$ cat src/hdl/trle_pkg.sv
// shared types and constants of the tga run-length pixel encoder
package trle_pkg;

    localparam logic [7:0] RUN_HEADER_BIAS = 8'd127;
    localparam int         WORD_BYTES      = 16;
    localparam int         CHUNK_BYTES     = 4;
    localparam int         ACC_BYTES       = WORD_BYTES + CHUNK_BYTES;

    typedef enum logic [1:0] {
        MODE_EMPTY,
        MODE_SINGLE,
        MODE_EQUAL,
        MODE_RAW
    } run_mode_t;

    typedef enum logic [2:0] {
        ST_IDLE,
        ST_HEAD,
        ST_PIX0,
        ST_PIXN,
        ST_DRAIN
    } seq_state_t;

    typedef struct packed {
        logic       final_pixel;
        logic [7:0] alpha;
        logic [7:0] red;
        logic [7:0] green;
        logic [7:0] blue;
    } pixel_in_t;

    typedef struct packed {
        logic [63:0] bytes_low;
        logic [63:0] bytes_high;
        logic [4:0]  byte_count;
        logic        word_last;
        logic        image_done;
    } word_out_t;

    typedef struct packed {
        logic [2:0]                  n;
        logic [CHUNK_BYTES-1:0][7:0] data;
    } chunk_t;

    typedef struct packed {
        logic chunk_valid;
        logic drain;
        logic image_end;
    } pk_ctrl_t;

    typedef struct packed {
        logic chunk_ready;
        logic final_push;
    } pk_stat_t;

endpackage

$ cat src/hdl/trle_packer.sv
// byte packer: gathers header and pixel bytes into 16-byte output words
module trle_packer (
    input  logic                 aclk,
    input  logic                 aresetn,
    input  trle_pkg::pk_ctrl_t   ctrl,
    input  trle_pkg::chunk_t     chunk,
    output trle_pkg::pk_stat_t   stat,
    output logic                 m_valid,
    input  logic                 m_ready,
    output trle_pkg::word_out_t  m_data
);
    import trle_pkg::*;

    logic [ACC_BYTES-1:0][7:0]  acc_reg, acc_next;
    logic [4:0]                 acc_cnt_reg, acc_cnt_next;
    logic                       out_valid_reg;
    word_out_t                  out_word_reg;

    logic                       room;
    logic                       want_push;
    logic                       push_last;
    logic                       push_fire;
    logic [4:0]                 push_cnt;
    logic [WORD_BYTES-1:0][7:0] word_bytes;
    word_out_t                  word;

    always_comb begin
        logic [4:0] off;
        off = '0;
        room         = (acc_cnt_reg < 5'(WORD_BYTES));
        want_push    = !room || ctrl.drain;
        push_last    = ctrl.drain && (acc_cnt_reg <= 5'(WORD_BYTES));
        push_cnt     = room ? acc_cnt_reg : 5'(WORD_BYTES);
        push_fire    = want_push && (!out_valid_reg || m_ready);
        stat.chunk_ready = ctrl.chunk_valid && !ctrl.drain && room;
        stat.final_push  = push_fire && push_last;

        for (int k = 0; k < WORD_BYTES; k++) begin
            word_bytes[k] = (5'(k) < push_cnt) ? acc_reg[k] : 8'd0;
        end
        word.bytes_low  = word_bytes[7:0];
        word.bytes_high = word_bytes[15:8];
        word.byte_count = push_cnt;
        word.word_last  = push_last;
        word.image_done = push_last && ctrl.image_end;

        acc_next     = acc_reg;
        acc_cnt_next = acc_cnt_reg;
        if (push_fire) begin
            acc_next = '0;
            for (int j = 0; j < ACC_BYTES - WORD_BYTES; j++) begin
                acc_next[j] = acc_reg[j + WORD_BYTES];
            end
            acc_cnt_next = push_last ? 5'd0 : acc_cnt_reg - 5'(WORD_BYTES);
        end else if (stat.chunk_ready) begin
            // drop the chunk bytes in right after the bytes already held
            for (int j = 0; j < ACC_BYTES; j++) begin
                off = 5'(j) - acc_cnt_reg;
                if ((5'(j) >= acc_cnt_reg) && (off < {2'b00, chunk.n})) begin
                    acc_next[j] = chunk.data[off[1:0]];
                end
            end
            acc_cnt_next = acc_cnt_reg + {2'b00, chunk.n};
        end
    end

    always_ff @(posedge aclk) begin
        if (!aresetn) begin
            acc_cnt_reg   <= '0;
            out_valid_reg <= 1'b0;
        end else begin
            acc_cnt_reg <= acc_cnt_next;
            if (push_fire) begin
                out_valid_reg <= 1'b1;
            end else if (m_ready) begin
                out_valid_reg <= 1'b0;
            end
        end
    end

    always_ff @(posedge aclk) begin
        acc_reg <= acc_next;
        if (push_fire) begin
            out_word_reg <= word;
        end
    end

    assign m_valid = out_valid_reg;
    assign m_data  = out_word_reg;

endmodule

$ cat config.mk
export PLATFORM = sky130hd
export DESIGN_NAME = trle_packer
export DESIGN_NICKNAME = d
export VERILOG_FILES = /design/src/hdl/trle_pkg.sv /design/src/hdl/trle_packer.sv
export SDC_FILE = /design/constraint.sdc
export NUM_CORES = 1
export LEC_CHECK = 0
export BUFFER_PORTS_ARGS = -buffer_cell sky130_fd_sc_hd__buf_2
export CAP_MARGIN = 20
export CORE_MARGIN = 4
export CORE_UTILIZATION = 50
export DETAILED_ROUTE_END_ITERATION = 10
export GPL_ROUTABILITY_DRIVEN = 0
export MAX_ROUTING_LAYER = met4
export PLACE_DENSITY = 0.71
export SYNTH_ARGS = -nofsm -noshare
export SYNTH_HDL_FRONTEND = slang
export SYNTH_SLANG_ARGS = --single-unit
$ cat constraint.sdc
create_clock -name aclk -period 6.5 [get_ports aclk]
set_input_delay 0.325 -clock aclk [delete_from_list [all_inputs] [get_ports aclk]]
set_output_delay 0.325 -clock aclk [all_outputs]
set_load 0.01 [all_outputs]
==> results of run 1 <==
Yosys cell counts (all sizes together), types with 3 or more instances:
master	n	share of area, %
and2	33	1.6
a21oi	14	0.58
o2111ai	3	0.21
o21ai	57	2.2
mux2i	81	6.3
nor2	89	2.6
a211oi	5	0.39
o21bai	3	0.18
xnor2	5	0.34
clkbuf	34	1.0
inv	15	0.44
nand3	55	2.2
or2	3	0.15
a21o	4	0.23
o21a	3	0.18
ha	35	3.4
o31ai	3	0.18
nand2b	3	0.15
dfxtp	134	21
nor3	9	0.35
and3	4	0.20
nand2	126	3.7
buf	17	0.61
nor2b	107	5.2
nand4	3	0.20
edfxtp	167	39
nor4	3	0.15
mux4	32	5.6
per-stage QoR:
stage                     cell area, um2  hold slack, ps
after floorplan                    12800             434
after global placement             14000             441
after detailed placement           14000             450
after CTS                          15000            7.45
after global routing               15000            33.4
final                              15000            28.5
power by group:
part | leakage (nW) | switching, W | internal, W
clock | 0.486 | 0.000696 | 0.00102
combinational | 2.95 | 0.000229 | 0.000129
sequential | 2.78 | 0.0000236 | 0.00210
total | 6.21 | 0.000948 | 0.00324
final cells by class:
type                            count  area, um2
Fill cell                        2051      10200
Sequential cell                   301       7700
Multi-Input combinational cell    698       4820
Timing Repair Buffer              194       1010
Clock buffer                       47        890
Tap cell                          330        413
Clock inverter                      9       96.3
Inverter                           17       71.3
Antenna cell                        5       12.5
layer usage:
metal,global-route usage [%],vias to the layer above
li1,-,4119
met1,28.2,4090
met2,34.4,251
met3,3.24,26
met4,3.56,0
met5,-,-
final timing paths:
path	depth (start not counted)	to	slack [ps]	start
hold reg to reg	2	acc_reg[80]	460	acc_reg[80]
hold / removal	2	m_valid	30	aresetn
setup / recovery	9	acc_reg[50]	3170	acc_cnt_reg[1]
setup reg to reg	9	acc_reg[50]	3170	acc_cnt_reg[1]
kinds of logic after synthesis:
logic type / Yosys count / synth area share, %
AO/OA/AOI/OAI: 102 / 4.80
AND/OR/NAND/NOR: 440 / 16.8
multiplexers: 113 / 12.0
flip-flops: 301 / 60.2
buffers and inverters: 68 / 2.10
adder cells (fa/ha/maj): 36 / 3.58
XOR/XNOR: 7 / 0.480
cells in the final DEF (no fill, tap or decap), types with 3 or more instances in the layout:
cell | Yosys | layout
buf_2 | 11 | 180
edfxtp_1 | 167 | 167
dfxtp_1 | 134 | 133
nand2_1 | 126 | 126
nor2b_1 | 107 | 107
nor2_1 | 89 | 89
mux2i_1 | 81 | 81
o21ai_0 | 57 | 57
nand3_1 | 55 | 55
ha_1 | 35 | 35
and2_1 | 33 | 33
mux4_2 | 32 | 32
clkbuf_16 | 0 | 31
inv_1 | 14 | 14
a21oi_1 | 13 | 13
buf_4 | 0 | 13
clkbuf_1 | 34 | 10
nor3_1 | 9 | 9
diode_2 | 0 | 5
xnor2_1 | 5 | 5
clkbuf_8 | 0 | 5
clkinv_1 | 2 | 4
a21o_1 | 4 | 4
and3_1 | 4 | 4
a211oi_1 | 4 | 4
clkinv_2 | 0 | 4
o31ai_1 | 3 | 3
o21bai_1 | 3 | 3
o21a_1 | 3 | 3
nand2b_1 | 3 | 3
o2111ai_1 | 3 | 3
nor4_1 | 3 | 3
worst reg2reg max path, cell delays in order, from the launching register on:
cell	delay (ps)
dfxtp_1	330
inv_1	210
ha_1	920
inv_1	120
ha_1	290
nor2b_1	130
o21ai_0	230
o2111ai_1	550
nand3_1	250
o21ai_0	120
==> flow_summary.json, run 1 <==
{
  "synth_async_sr_flop_share_pct": 0,
  "critPathBufInv": 2,
  "cts_setup_buffers": 0,
  "status": "finished, final reports clean",
  "report.final.setup_viol": 0,
  "drt_first_pass_iters": 5,
  "synth_cells": 1067,
  "worst_clock_skew_ps": 17.8,
  "critPathMaxFanout": 18,
  "fin_crit_ps": 3330,
  "clk_path_buf_depth": 3,
  "start_util_pct": 50.8,
  "drt-wirelength-per-cell_um": 18.2,
  "dr.first_iter.drc_count": 680,
  "route.met2.wl_um": 14400,
  "rows": 58,
  "final_cell_count_no_fill": 1601,
  "worstPathRequired_ps": 6870,
  "cp_top_family": "adder cells",
  "arrival_ps": 3700,
  "largest_reg_flops": 160,
  "hold_buffers": 0,
  "nets": 1319,
  "area_delta_synth_final_pct": 17.4,
  "synth_area_um2": 12800,
  "setup_tns_ps": 0,
  "clock_sinks": 301,
  "root_buffer": "clkbuf_16",
  "insertion_delay_ps": 550,
  "dp.cells": 1535,
  "synth_cell_type_count": 49,
  "cpPeakStageDelay_ps": 920,
  "grt_first_pass_wirelength_um": 45800,
  "leakagePower_nw": 6.21,
  "ios": 179,
  "path_cells": "inv_1 > ha_1 > inv_1 > ha_1 > nor2b_1 > o21ai_0 > o2111ai_1 > nand3_1 > o21ai_0",
  "final_max_slew_viol_count": 0,
  "drc_errors": 0,
  "tritoncts": "done",
  "synth-seq-cells": 301,
  "grt_max_degree": 152,
  "die_y_um": 168,
  "cts_htree_levels": 1,
  "antenna_found_initial": 1,
  "critical_path.slowest_cell": "ha_1",
  "pre_cts_slack_ps": 2870,
  "synth_ff_type": "edfxtp_1",
  "die_w_um": 168,
  "cp-end-kind": "flop",
  "timing.final.crit_share_pct": 51.2,
  "numCtsBuffers": 30,
  "wl_met1_um": 12400,
  "via_count": 8486,
  "grt_pass1_vias": 8254,
  "cts_resized": 0,
  "wirelength_um": 29200,
  "maxCapViolations": 0,
  "fmaxAchievable_mhz": 300,
  "utilization_pct": 59.6,
  "slew_headroom_pct": 30.4,
  "crit_type": "flop to flop",
  "crit_path_start_kind": "flop",
  "seq_area_frac_synth_pct": 60.2,
  "tightestPinTransition_ps": 1040,
  "p_per_area_nw_per_um2": 279,
  "drive_above_1_share_pct": 22.0,
  "routed-wl-met3_um": 2030,
  "ant_nets": 0,
  "p_total_w": 0.00419,
  "peakVddDrop_mv": 0.196,
  "hold_viol": 0,
  "dieArea_um2": 28200,
  "coreArea_um2": 25200,
  "grt_usage_pct": 20.9,
  "syn-num-nets": 1144,
  "min_path_type": "input pin to flop",
  "hpwlAfterDp_um": 19900,
  "highest_layer": "met4",
  "grt_remaining_overflow": 0,
  "rsz0062_at_grt": "false",
  "clkTransAtPathRegs_ps": 60,
  "port_buffers": 178,
  "synth_area_per_cell_um2": 12.0,
  "synth_edf_count": 167,
  "vias_per_cell": 5.30,
  "postLayoutSetupSlackWorst_ps": 3170,
  "yosys_warnings": 0
}
Power figures use the tool's default switching activity.
==> run 2, diff against run 1 <==
- clock period: 6.5 -> 3.1 ns (I/O delays scaled with it)
==> flow_summary.json, run 2 (synthesized netlist as in run 1, its figures left out) <==
{
  "crit_type": "flop to flop",
  "layout_common_cells": "buf_2 (178), edfxtp_1 (167), dfxtp_1 (133), nand2_1 (126), nor2b_1 (107)",
  "status": "finished, final reports clean",
  "die_w_um": 168,
  "worst_clock_skew_ps": 12.2,
  "clk_path_buf_depth": 3,
  "cp-end-kind": "flop",
  "cpPeakStageDelay_ps": 580,
  "path_cells": "buf_4 > ha_1 > xor2_1 > inv_1 > ha_1 > o21ai_0 > o2111ai_1 > nand3_1 > o21ai_0",
  "final_max_slew_viol_count": 0,
  "rows": 58,
  "dr.first_iter.drc_count": 838,
  "arrival_ps": 3230,
  "rsz0062_at_grt": "false",
  "crit_path_start_kind": "flop",
  "fill_cells": 2031,
  "pre_cts_slack_ps": 322,
  "final_cell_count_no_fill": 1619,
  "fin_area_um2": 15100,
  "report.final.setup_viol": 0,
  "tightestPinTransition_ps": 1130,
  "worstPathRequired_ps": 3480,
  "grt_usage_pct": 20.8,
  "setup_tns_ps": 0,
  "largest_reg_flops": 160,
  "insertion_delay_ps": 550,
  "drive_above_1_share_pct": 22.8,
  "grt_first_pass_wirelength_um": 45600,
  "postLayoutSetupSlackWorst_ps": 251,
  "min_path_type": "input pin to flop",
  "fin_crit_ps": 2850,
  "hold_viol": 0,
  "drc_errors": 0,
  "coreArea_um2": 25200,
  "via_count": 8552,
  "hpwlAfterDp_um": 20400,
  "timing.final.crit_share_pct": 91.9,
  "fmaxAchievable_mhz": 351,
  "drt-wirelength-per-cell_um": 18.0,
  "wirelength_um": 29100,
  "area_delta_synth_final_pct": 18.4,
  "p_per_area_nw_per_um2": 567,
  "vias_per_cell": 5.28,
  "peakVddDrop_mv": 0.336,
  "grt_pass1_vias": 8203,
  "port_buffers": 178,
  "dp.cells": 1554,
  "critical_path.slowest_cell": "o2111ai_1",
  "cp_top_family": "compound AO/OA/AOI/OAI gates",
  "start_util_pct": 50.8,
  "drt_first_pass_iters": 6,
  "clock_sinks": 301,
  "cts_htree_levels": 1,
  "tritoncts": "done",
  "grt_max_degree": 121,
  "slew_headroom_pct": 24.3,
  "die_y_um": 168,
  "final_common_cell": "buf_2",
  "dieArea_um2": 28200,
  "postPlaceCellArea_um2": 14100,
  "numCtsBuffers": 29,
  "ant_nets": 0,
  "nets": 1339,
  "grt_remaining_overflow": 0,
  "clkTransAtPathRegs_ps": 60,
  "critPathBufInv": 2,
  "leakagePower_nw": 6.28,
  "cts_resized": 0,
  "antenna_found_initial": 3,
  "root_buffer": "clkbuf_16",
  "p_total_w": 0.00859,
  "ios": 179,
  "critPathMaxFanout": 34,
  "maxCapViolations": 0
}
-- run 2: changes by cell type in the layout (fill, tap and decap cells not counted), moves of 2 or more --
cell / before / now
buf_4: 13 / 30
clkinv_1: 4 / 6
clkbuf_4: 2 / 0
dlygate4sd3_1: 0 / 7
buf_2: 180 / 178
clkbuf_8: 5 / 3
o31ai_1: 3 / 1
-- run 2: metrics by stage --
stage	hold WS (ps)	utilization, %
6_report	165	60.1
5_1_grt	186	60.1
4_1_cts	157	60.1
3_5_place_dp	413	56.2
3_3_place_gp	400	56.2
2_1_floorplan	283	-
-- run 2: worst register-to-register path: cells and delay by family (launching register included) --
kind | cells | cell delay (ps)
compound gates | 3 | 810
xor+xnor | 1 | 230
fa+ha+maj | 2 | 560
buf+inv | 2 | 480
flops | 1 | 330
simple gates | 1 | 290
-- run 2: final timing paths --
check	start	slack, ps	cells past startpoint	to
worst max register to register	acc_cnt_reg[1]	250	9	acc_reg[52]
worst max-delay path	acc_cnt_reg[1]	250	9	acc_reg[52]
worst min-delay path	chunk[5]	160	4	acc_reg[69]
worst min register to register	acc_reg[119]	460	2	acc_reg[119]
-- run 2: layer usage --
layer | share of wire (%) | vias to the layer above | GRT usage (%)
li1 | - | 4157 | -
met1 | 43 | 4043 | 28.2
met2 | 49 | 311 | 33.8
met3 | 6.6 | 41 | 2.98
met4 | 1.8 | 0 | 4.87
met5 | 0 | - | -
-- run 2: final cells by class --
| class | instances | area (um2) | share of cell area, % |
|---|---|---|---|
| Antenna cell | 4 | 10.0 | 0.0661 |
| Clock buffer | 42 | 826 | 5.46 |
| Sequential cell | 301 | 7700 | 50.9 |
| Inverter | 17 | 71.3 | 0.471 |
| Tap cell | 330 | 413 | 2.73 |
| Timing Repair Buffer | 215 | 1190 | 7.84 |
| Clock inverter | 12 | 86.3 | 0.570 |
| Multi-Input combinational cell | 698 | 4840 | 32.0 |
-- run 2: what timing repair did --
| action | 4_1_cts | 5_1_grt |
|---|---|---|
| endpoints found under the hold margin | 5 | 0 |
| buffers inserted | 0 | 0 |
| hold buffers | 7 | 0 |
-- run 2: report_power, final --
| group | internal, W | switching [W] |
|---|---|---|
| Combinational | 0.000289 | 0.000491 |
| Clock | 0.00193 | 0.00143 |
| Sequential | 0.00440 | 0.0000504 |
